<file path="src/rtl/trs_pkg.sv">
`default_nettype none
package trs_pkg;

    localparam int FRAC_BITS_DEF = 10;

    // widths of the fixed datapath, set by the 16-bit fields
    localparam int COORD_W = 16;
    localparam int DIST_W  = 16;
    localparam int COEF_W  = 18;   // 2*(xi - xj)
    localparam int SQ_W    = 32;   // distance squared
    localparam int ASQ_W   = 32;   // x*x + y*y of one anchor, up to 2^31
    localparam int C_W     = 35;   // right-hand side terms
    localparam int PROD_W  = 36;   // coef * coef
    localparam int DET_W   = 37;
    localparam int NP_W    = 53;   // rhs * coef
    localparam int REM_W   = 54;   // numerator magnitude
    localparam int Q_W     = 18;   // quotient magnitude; values past the 16-bit range flag overflow

    // register indexes
    localparam logic [2:0] REG_ANCHOR1_X = 3'd0;
    localparam logic [2:0] REG_ANCHOR1_Y = 3'd1;
    localparam logic [2:0] REG_ANCHOR2_X = 3'd2;
    localparam logic [2:0] REG_ANCHOR2_Y = 3'd3;
    localparam logic [2:0] REG_ANCHOR3_X = 3'd4;
    localparam logic [2:0] REG_ANCHOR3_Y = 3'd5;
    localparam logic [2:0] REG_MIN_DIST  = 3'd6;
    localparam logic [2:0] REG_MAX_DIST  = 3'd7;
    localparam int NUM_REGS = 8;

    // status codes
    localparam logic [1:0] ST_OK    = 2'd0;
    localparam logic [1:0] ST_BOUND = 2'd1;
    localparam logic [1:0] ST_COLIN = 2'd2;
    localparam logic [1:0] ST_CLIP  = 2'd3;

    // one item in flight through the divider chain
    typedef struct packed {
        logic             valid;
        logic             bad;     // distance out of bounds
        logic             colin;   // determinant too small
        logic             neg_x;
        logic             neg_y;
        logic [DET_W-1:0] div;
        logic [REM_W-1:0] rem_x;
        logic [REM_W-1:0] rem_y;
        logic [Q_W-1:0]   q_x;
        logic [Q_W-1:0]   q_y;
    } lane_t;

endpackage
`default_nettype wire

</file>
<file path="src/rtl/trs_div_cell.sv">
`default_nettype none
module trs_div_cell #(
    parameter int SHIFT = 0
) (
    input  wire             clk,
    input  wire             rst_n,
    input  wire             en,
    input  trs_pkg::lane_t  lane_in,
    output trs_pkg::lane_t  lane_out
);

    trs_pkg::lane_t lane_reg;
    trs_pkg::lane_t lane_next;
    logic [trs_pkg::REM_W-1:0] shifted;

    // one restoring step on both coordinates
    always_comb
    begin
        shifted   = trs_pkg::REM_W'(lane_in.div) << SHIFT;
        lane_next = lane_in;
        if (lane_in.rem_x >= shifted)
        begin
            lane_next.rem_x = lane_in.rem_x - shifted;
            lane_next.q_x   = lane_in.q_x | (trs_pkg::Q_W'(1) << SHIFT);
        end
        if (lane_in.rem_y >= shifted)
        begin
            lane_next.rem_y = lane_in.rem_y - shifted;
            lane_next.q_y   = lane_in.q_y | (trs_pkg::Q_W'(1) << SHIFT);
        end
    end

    always_ff @(posedge clk or negedge rst_n)
    begin
        if (!rst_n)
        begin
            lane_reg <= '0;
        end
        else if (en)
        begin
            lane_reg <= lane_next;
        end
    end

    assign lane_out = lane_reg;

endmodule
`default_nettype wire
</file>
<file path="config.mk">
export PLATFORM = sky130hd
export DESIGN_NAME = trs_div_cell
export DESIGN_NICKNAME = d
export VERILOG_FILES = /design/src/rtl/trs_pkg.sv /design/src/rtl/trs_div_cell.sv
export SDC_FILE = /design/constraint.sdc
export NUM_CORES = 1
export LEC_CHECK = 0
export BUFFER_PORTS_ARGS = -buffer_cell sky130_fd_sc_hd__buf_2
export CORE_MARGIN = 2
export CORE_UTILIZATION = 45
export CTS_BUF_LIST = sky130_fd_sc_hd__clkbuf_16
export DETAILED_ROUTE_END_ITERATION = 6
export PLACE_DENSITY = 0.8
export SKIP_CTS_REPAIR_TIMING = 1
export SLEW_MARGIN = 20
export SYNTH_ARGS = -nofsm -noshare
export SYNTH_HDL_FRONTEND = slang
export SYNTH_SLANG_ARGS = --single-unit
</file>
<file path="constraint.sdc">
create_clock -name clk -period 1.8 [get_ports clk]
set_input_delay 0.09 -clock clk [delete_from_list [all_inputs] [get_ports clk]]
set_output_delay 0.09 -clock clk [all_outputs]
set_load 0.02 [all_outputs]
</file>
==> metrics.cfg, run 1 <==
[run_status]
status = complete, but fails checks
violations = hold timing, setup timing

[logic_synthesis]
synth_nets = 1796
synth_largest_area_cell = dfrtp_1
synthFlopType = dfrtp_1
synth_area_mm2 = 0.0131
ys_seq_elements = 186
synth_cell_types = 64
synth_top_area_share_pct = 35.6
syn-instance-count = 1531
ys_async_sr_fraction_pct = 100
synthTopCellsByCount = dfrtp_1 (186), a21oi_1 (181), nor2_1 (172)
syn_avg_cell_area_um2 = 8.53
yosys_warnings = 0
yosysMostFrequentCell = dfrtp_1
synthTopCellsByArea = dfrtp_1 (36%), ha_1 (7.1%), mux2_2 (7.0%), a21oi_1 (6.9%), nor2_1 (4.9%)
ys_seq_area_share_pct = 35.6
synth_edf_count = 0

[clocking]
cts.clk_slew.worst_paths_ns = 0.08
cts_buffers = 17
clock_path_buffers = 2
root_buffer = clkbuf_16
cts_htree_levels = 4
clock-sinks = 186
clk_latency_ns = 0.45
cts_tree = built

[placement]
placedCellCount = 2641
dp_hpwl_um = 40800
io_buffers = 374
routabilityCongestion = 0.940

[die]
dieArea_mm2 = 0.0304
core_area_mm2 = 0.0286
die_h_um = 174
row_count = 62
io_pins = 375
initial_core_util_pct = 45.6
fp.dieW_um = 174

[cells_and_area]
drive_gt1_share_pct = 46.3
syn2layout_area_growth_pct = 65.1
final.fill_count = 1985
multi_input_area_mm2 = 0.00894
regArea_mm2 = 0.00465
stdcell_count = 2808
largest_reg_flops = 186
nNetsFinal = 2672

[sta]
finalHoldViolCount = 4
worst_pin_slew_ns = 0.672
period_needed_ns = 2.49
report.final.setup_viol = 110
max_freq_ghz = 0.402
skew_ns = 0
fin_ws_ns = -0.688
fin_hold_ws_ns = -0.0243
setup_tns_ns = -54.81
finalCritPeriodShare_pct = 138
slew_viol_final = 0
max_slew_margin_pct = 54.8
grt_setup_unrepaired = true

[power]
internal_power_uw = 9770
switching_power_uw = 5830
p_per_area_mw_per_mm2 = 723
comb_power_share_pct = 41.5
seqPwrFrac_pct = 32.7
leakagePower_uw = 0.0101
sw_frac_of_total_pct = 37.4
vdd_drop_max_v = 0.000580
clockPowerShare_pct = 25.7

[critical_path]
cpMostUsedCell = buf_4
arrival_ns = 2.86
startpoint_type = input port
cp.required_ns = 2.17
worstReg2RegStart = lane_out[172]
critPathMaxStageDelay_ns = 0.51
crit_path_top_delay_cell = or4_4
critPathCaptureType = flip-flop
path_max_fanout = 6
worstSetupPathType = input port to flip-flop
crit_chain = buf_2, inv_1, ha_4, nand4bb_4, or4_4, o41ai_4, nor3b_2, o211ai_1, buf_4, nand4_1, buf_4, or3_1, a31oi_1
crit_start = lane_in[172]

[route]
highest_layer = met5
wl_um = 55100
viasPerCell = 5.57
met1_length_um = 22200
vias = 15634
wl_met2_um = 26300
wl_per_cell_um = 19.6
drtIter0Drc = 1293
drc_errors = 0
ant_nets = 0
first_pass_iters = 5
wl_met3_um = 4100

[grt]
grt_pass1_vias = 14697
grt_max_degree = 59
grt.total_usage_pct = 32.0
grt_pass1_wl_um = 77000
antenna_found_initial = 7
overflow = 0

[worst_hold_path]
min_path_type = input port to flip-flop
hp-start = lane_in[41]

[flow_run]
maxCapViolCount = 0

-- final cells by class --
class                           instances  area share [%]
Timing Repair Buffer                  943            30.5
Clock buffer                           17            1.97
Tap cell                              384            2.23
Sequential cell                       186            21.6
Multi-Input combinational cell       1193            41.5
Inverter                               66            1.44
Antenna cell                            5          0.0580
Clock inverter                         14           0.748
-- critical path: cells and delay by family --
family	cells	cell delay [ns]
buffers and inverters	4	0.59
adder cells (fa/ha/maj)	1	0.34
AND/OR/NAND/NOR	5	1.22
AO/OA/AOI/OAI	3	0.60
-- cell families after synthesis --
| kind of cell | count (synthesis) | synth area share [%] |
|---|---|---|
| AOI/OAI and AO/OA | 411 | 18.7 |
| xor gates and xnor gates | 91 | 6.10 |
| adders and majority gates | 76 | 7.39 |
| buffers and inverters | 152 | 4.58 |
| DFF | 186 | 35.6 |
| muxes | 111 | 9.28 |
| and+or+nand+nor | 504 | 18.4 |
-- per-stage QoR --
step           util [%]  cell area (um2)  total power (uW)  hold WS (ns)  setup slack [ns]
2_1_floorplan         -            13600              8240        -0.206            -0.688
3_3_place_gp       65.9            18900             10800        0.0877             -1.24
3_5_place_dp       65.9            18900             11000        0.0971             -1.46
4_1_cts            68.0            19500             15000        -0.393            -0.991
5_1_grt            75.3            21600             16300    0.00000872            -0.758
6_report           75.3            21600             15600       -0.0243            -0.688
-- path summary, 6_finish.rpt --
| kind | to | slack [ns] | cells past startpoint |
|---|---|---|---|
| worst max-delay path | lane_out[139] | -0.69 | 13 |
| worst min-delay path | lane_out[41] | -0.02 | 3 |
| worst max register to register | lane_out[172] | 0.50 | 2 |
| worst min register to register | lane_out[184] | 0.50 | 1 |
| max in group asynchronous | lane_out[127] | 0.95 | 3 |
| min in group asynchronous | lane_out[148] | 0.17 | 2 |
-- per-layer routing --
layer | up-vias | GRT usage, %
met4 | 4 | 13.0
met5 | - | 0
met3 | 137 | 4.99
met1 | 7495 | 41.5
met2 | 748 | 53.5
li1 | 7250 | -
-- power groups by stage --
stage | clock [uW] | sequential [uW] | combinational [uW]
final | 4010 | 5110 | 6480
after global routing | 4230 | 5160 | 6920
after CTS | 4050 | 5080 | 5850
after detailed placement | 0 | 5150 | 5810
after global placement | 0 | 5120 | 5700
after floorplan | 0 | 5840 | 2410
-- cell usage in the layout (no fill, tap or decap), drive strengths merged, types with 8 or more instances in the layout --
master,Yosys,routed
nor4,14,14
o31ai,12,12
o21a,9,9
nor2,172,172
ha,74,74
a31oi,41,41
mux2,81,81
dlygate4sd3,0,111
o21ai,75,75
or3,21,21
o21bai,9,9
xor2,38,38
a21oi,181,181
nor3,35,35
dfrtp,186,186
o211ai,13,13
clkbuf,65,19
a211oi,13,13
mux2i,30,30
nand3,29,29
nor2b,17,17
nand2b,12,12
buf,21,830
or4,8,8
xnor2,53,53
nand2,127,127
nand4,34,34
a21o,25,25
inv,66,72
No activity file was read; power rests on OpenSTA's default activity.
==> run 2, diff against run 1 <==
Settings changed: RECOVER_POWER set to 50.
==> metrics.cfg, run 2 (same netlist as run 1, synthesis figures left out) <==
[die]
core_area_mm2 = 0.0286  ; unchanged
dieArea_mm2 = 0.0304  ; unchanged
io_pins = 375  ; unchanged
row_count = 62  ; unchanged
fp.dieW_um = 174  ; unchanged
die_h_um = 174  ; unchanged
initial_core_util_pct = 45.6  ; unchanged

[worst_hold_path]
hp-start = lane_in[41]  ; unchanged
whs_endpoint = lane_out[41]  ; unchanged
hold_depth = 3  ; unchanged
min_path_type = input port to flip-flop  ; unchanged

[placement]
pre_cts_ws_ns = -1.46  ; unchanged
dp_hpwl_um = 40800  ; unchanged
routabilityCongestion = 0.940  ; unchanged
io_buffers = 374  ; unchanged
placed_area_mm2 = 0.0189  ; unchanged

[critical_path]
critPathCaptureType = flip-flop  ; unchanged
r2r_slack_ns = 0.50  ; about the same
worstReg2RegStart = lane_out[172]  ; unchanged
path_max_fanout = 6  ; unchanged
arrival_ns = 2.85  ; was 2.86 ns
crit_start = lane_in[172]  ; unchanged
startpoint_type = input port  ; unchanged
cp.required_ns = 2.17  ; about the same
worstSetupPathType = input port to flip-flop  ; unchanged
r2r_cells = 2  ; unchanged
r2r_end = lane_out[172]  ; unchanged

[sta]
fin_ws_ns = -0.680  ; was -0.688 ns
finalHoldViolCount = 5  ; was 4
grt_setup_unrepaired = true  ; unchanged
fin_hold_ws_ns = -0.0206  ; was -0.0243 ns
slew_viol_final = 0  ; unchanged
skew_ns = 0  ; unchanged
max_slew_margin_pct = 4.90  ; was 54.8%
worst_pin_slew_ns = 1.43  ; was 0.672 ns
period_needed_ns = 2.48  ; was 2.49 ns
max_freq_ghz = 0.403  ; was 0.402 GHz
setup_tns_ns = -54.81  ; about the same
finalCritPeriodShare_pct = 138  ; about the same
report.final.setup_viol = 111  ; was 110

[run_status]
violations = hold timing, setup timing  ; unchanged
status = complete, but fails checks  ; unchanged

[power]
power_uw = 15600  ; about the same
leakagePower_uw = 0.0101  ; about the same
vdd_drop_max_v = 0.000580  ; about the same
p_per_area_mw_per_mm2 = 724  ; was 723 mW/mm2

[cells_and_area]
regArea_mm2 = 0.00465  ; unchanged
drive_gt1_share_pct = 46.1  ; was 46.3%
final.fill_count = 1987  ; was 1,985
finalInstanceArea_mm2 = 0.0215  ; was 0.0216 mm2
multi_input_area_mm2 = 0.00894  ; unchanged
largest_reg_flops = 186  ; unchanged
syn2layout_area_growth_pct = 64.7  ; was 65.1%
nNetsFinal = 2672  ; unchanged
layout_commonest_cell = buf_4  ; unchanged
final_cell_mix = buf_4 (444), buf_2 (362), dfrtp_1 (186)  ; was buf_4 (451), buf_2 (362), dfrtp_1 (186)

[clocking]
clock-sinks = 186  ; unchanged
cts.clk_slew.worst_paths_ns = 0.08  ; about the same
cts_tree = built  ; unchanged
clk_latency_ns = 0.45  ; about the same
cts_htree_levels = 4  ; unchanged
root_buffer = clkbuf_16  ; unchanged
cts_buffers = 17  ; unchanged
clock_path_buffers = 2  ; unchanged

[flow_run]
maxCapViolCount = 0  ; unchanged

[route]
wl_per_cell_um = 19.6  ; about the same
first_pass_iters = 5  ; unchanged
wl_um = 55100  ; about the same
vias = 15638  ; was 15,634
drc_errors = 0  ; unchanged
viasPerCell = 5.57  ; about the same
ant_nets = 0  ; unchanged
drtIter0Drc = 1243  ; was 1,293

[grt]
grt_pass1_vias = 14697  ; unchanged
grt_pass1_wl_um = 77000  ; unchanged
grt.total_usage_pct = 32.0  ; unchanged
grt_max_degree = 59  ; unchanged
antenna_found_initial = 7  ; unchanged
overflow = 0  ; unchanged

[run 2: cell types whose count changed in the layout (fill, tap and decap cells not counted)]
cell	previous run	this run
clkbuf_1	0	4
clkbuf_2	0	2
buf_4	451	444
clkbuf_4	1	4
mux2_2	80	79
mux2_1	0	1
buf_12	6	4
[run 2: worst max-delay path: stages]
cell and delay [ns]:
buf_2 0.09, inv_1 0.12, ha_4 0.34, nand4bb_4 0.13, or4_4 0.51, o41ai_4 0.36, nor3b_2 0.09, o211ai_1 0.10
buf_4 0.21, nand4_1 0.13, buf_4 0.16, or3_1 0.36, a31oi_1 0.14
[run 2: cell type report]
type	instances	share of cell area [%]
Clock buffer	17	1.98
Tap cell	384	2.23
Clock inverter	14	0.750
Sequential cell	186	21.6
Timing Repair Buffer	943	30.4
Inverter	66	1.45
Antenna cell	5	0.0581
Multi-Input combinational cell	1193	41.5
[run 2: worst max path at each step]
| stage | depth (start not counted) | end | slack [ns] |
|---|---|---|---|
| 3_5_place_dp | 12 | lane_out[131] | -1.46 |
| 6_report | 13 | lane_out[139] | -0.68 |
| 3_3_place_gp | 12 | lane_out[131] | -1.24 |
| 4_1_cts | 12 | lane_out[131] | -0.99 |
| 2_1_floorplan | 12 | lane_out[139] | -0.69 |
| 5_1_grt | 13 | lane_out[139] | -0.76 |
[run 2: stage by stage]
stage / utilization, % / std cells
floorplan: - / 1531
global placement: 65.9 / 2641
detailed placement: 65.9 / 2641
CTS: 68.0 / 2672
global route: 75.2 / 2807
finish: 75.2 / 2808
[run 2: per-layer routing]
layer	GRT usage, %	wire (um)
met3	4.99	4090
met4	13.0	2490
met5	0	27
met1	41.5	22200
met2	53.5	26300
[run 2: power breakdown]
part,leakage [uW],internal (uW),switching (uW),total (uW)
clock,0.000277,2080,1930,4010
combinational,0.00772,2920,3550,6470
sequential,0.00212,4750,357,5110
==> run 3, diff against run 2 <==
Settings changed: CORE_UTILIZATION 45 to 24, PLACE_DENSITY 0.8 to 0.54.
Clock period 1.8 ns to 2.2 ns, I/O delays scaled along.
==> metrics.cfg, run 3 (same netlist as run 1, synthesis figures left out) <==
[run_status]
status = complete, but fails checks  ; unchanged
violations = hold timing, capacitance limit, slew limit, setup timing  ; was hold timing, setup timing

[cells_and_area]
syn2layout_area_growth_pct = 81.4  ; was 64.7%
multi_input_area_mm2 = 0.00969  ; was 0.00894 mm2
layout_commonest_cell = buf_4  ; unchanged
final.fill_count = 5290  ; was 1,987
largest_reg_flops = 186  ; unchanged
drive_gt1_share_pct = 50.3  ; was 46.1%
regArea_mm2 = 0.00465  ; unchanged
nNetsFinal = 2730  ; was 2,672
final_core_util_pct = 44.0  ; was 75.2%
final_cell_mix = buf_4 (427), buf_2 (345), dfrtp_1 (186)  ; was buf_4 (444), buf_2 (362), dfrtp_1 (186)

[route]
first_pass_iters = 5  ; unchanged
viasPerCell = 4.84  ; was 5.57
drtIter0Drc = 919  ; was 1,243
drc_errors = 0  ; unchanged
wl_um = 62000  ; was 55,100 um
ant_nets = 0  ; unchanged
wl_per_cell_um = 19.5  ; was 19.6 um
vias = 15354  ; was 15,638

[clocking]
cts_htree_levels = 4  ; unchanged
clock_path_buffers = 2  ; unchanged
cts.clk_slew.worst_paths_ns = 0.08  ; about the same
clock-sinks = 186  ; unchanged
cts_buffers = 17  ; unchanged
clk_latency_ns = 0.50  ; was 0.45 ns
root_buffer = clkbuf_16  ; unchanged
cts_tree = built  ; unchanged

[sta]
max_slew_margin_pct = -22.2  ; was 4.90%
worst_pin_slew_ns = 1.83  ; was 1.43 ns
setup_tns_ns = -10.91  ; was -54.81 ns
period_needed_ns = 2.45
fin_ws_ns = -0.255  ; was -0.680 ns
fin_hold_ws_ns = -0.00174  ; was -0.0206 ns
grt_setup_unrepaired = true  ; unchanged
max_freq_ghz = 0.407
slew_viol_final = 63  ; was 0
skew_ns = 0  ; unchanged
finalCritPeriodShare_pct = 112
report.final.setup_viol = 99  ; was 111
finalHoldViolCount = 1  ; was 5

[power]
vdd_drop_max_v = 0.000565  ; was 0.000580 V
leakagePower_uw = 0.0107  ; was 0.0101 uW
p_per_area_mw_per_mm2 = 559  ; was 724 mW/mm2
power_uw = 13200  ; was 15,600 uW

[critical_path]
critPathTopFamily = simple AND/OR/NAND/NOR gates  ; unchanged
arrival_ns = 2.87  ; was 2.85 ns
critPathCaptureType = flip-flop  ; unchanged
worstReg2RegStart = lane_out[179]  ; was lane_out[172]
startpoint_type = input port  ; unchanged
cp.required_ns = 2.62  ; was 2.17 ns
r2r_cells = 2  ; unchanged
critPathMaxStageDelay_ns = 0.36  ; was 0.51 ns
path_max_fanout = 6  ; unchanged
worst-path-buf-inv = 4  ; unchanged
worstSetupPathType = input port to flip-flop  ; unchanged
r2r_end = lane_out[179]  ; was lane_out[172]
crit_chain = buf_8, clkinv_8, ha_4, fa_2, nand2b_4, a211oi_4, buf_6, o21ai_4, buf_6, nand4_1, nand3_2, a21o_4, or3_1, or3_1, a31oi_1  ; was buf_2, inv_1, ha_4, nand4bb_4, or4_4, o41ai_4, nor3b_2, o211ai_1, buf_4, nand4_1, buf_4, or3_1, a31oi_1
crit_path_top_delay_cell = fa_2  ; was or4_4
r2r_slack_ns = 0.89  ; was 0.50 ns

[grt]
grtUsageMet2_pct = 31.1  ; was 53.5%
busiest_layer = met2  ; unchanged
use_met1_pct = 27.1  ; was 41.5%
grt_max_degree = 66  ; was 59
gr-usage-met3_pct = 4.44  ; was 4.99%
grt_pass1_wl_um = 84900  ; was 77,000 um
overflow = 0  ; unchanged
antenna_found_initial = 3  ; was 7
grt_pass1_vias = 14269  ; was 14,697
grt.total_usage_pct = 20.0  ; was 32.0%

[placement]
routabilityCongestion = 0.938  ; was 0.940
io_buffers = 374  ; unchanged
pre_cts_ws_ns = -1.06  ; was -1.46 ns
dp_hpwl_um = 47000  ; was 40,800 um

[die]
die_h_um = 237  ; was 174 um
row_count = 85  ; was 62
core_area_mm2 = 0.0538  ; was 0.0286 mm2
io_pins = 375  ; unchanged
dieArea_mm2 = 0.0563  ; was 0.0304 mm2
initial_core_util_pct = 24.3  ; was 45.6%
fp.dieW_um = 237  ; was 174 um

[worst_hold_path]
min_path_type = input port to flip-flop  ; unchanged
hold_depth = 3  ; unchanged
whs_endpoint = lane_out[115]  ; was lane_out[41]
hp-start = lane_in[115]  ; was lane_in[41]

[flow_run]
maxCapViolCount = 1  ; was 0

[run 3: changes by cell type in the layout (fill, tap and decap cells not counted), sizes merged]
cell         before  now
dlygate4sd3     111  141
clkinvlp          5    3
clkbuf           28   29
clkinv            1    8
bufinv            2    1
diode             5    1
buf             821  848
inv              72   69
[run 3: worst max-delay path by stage]
stage          cells past startpoint             to          from  slack [ns]
2_1_floorplan                     12   lane_out[89]   lane_in[36]       -0.31
3_3_place_gp                      15  lane_out[135]  lane_in[148]       -1.09
3_5_place_dp                      14  lane_out[114]  lane_in[146]       -1.06
4_1_cts                           15  lane_out[135]  lane_in[148]       -0.51
5_1_grt                           14  lane_out[134]  lane_in[179]       -0.35
6_report                          15   lane_out[80]   lane_in[36]       -0.25
[run 3: metrics by stage]
stage | cell area, um2 | std cells | hold WS [ns]
floorplan | 13600 | 1531 | -0.186
global placement | 19100 | 2935 | 0.166
detailed placement | 19100 | 2935 | 0.169
CTS | 19700 | 2967 | -0.393
global route | 23700 | 3175 | 0.00403
finish | 23700 | 3175 | -0.00174
[run 3: final cells by class]
cell class,instances,share of cell area [%]
Antenna cell,1,0.0106
Clock buffer,17,1.80
Clock inverter,15,0.850
Inverter,66,1.49
Multi-Input combinational cell,1193,40.9
Sequential cell,186,19.6
Tap cell,696,3.68
Timing Repair Buffer,1001,31.7
[run 3: report_power, final]
group	total (uW)	internal, uW	switching, uW
clock network	3380	1650	1730
registers	4160	3880	271
logic	5710	2630	3080
total	13200	8160	5080
[run 3: per-layer routing]
| layer | part of all wire [%] | wire length (um) |
|---|---|---|
| met3 | 5.5 | 3440 |
| met2 | 46 | 28800 |
| met5 | 0.011 | 7 |
| met4 | 2.8 | 1740 |
| met1 | 45 | 28100 |
[run 3: worst reg2reg max path, delay by kind of cell (launching register included)]
kind	cells	cell delay (ns)
buffers and inverters	1	0.56
muxes	1	0.25
DFF	1	0.39
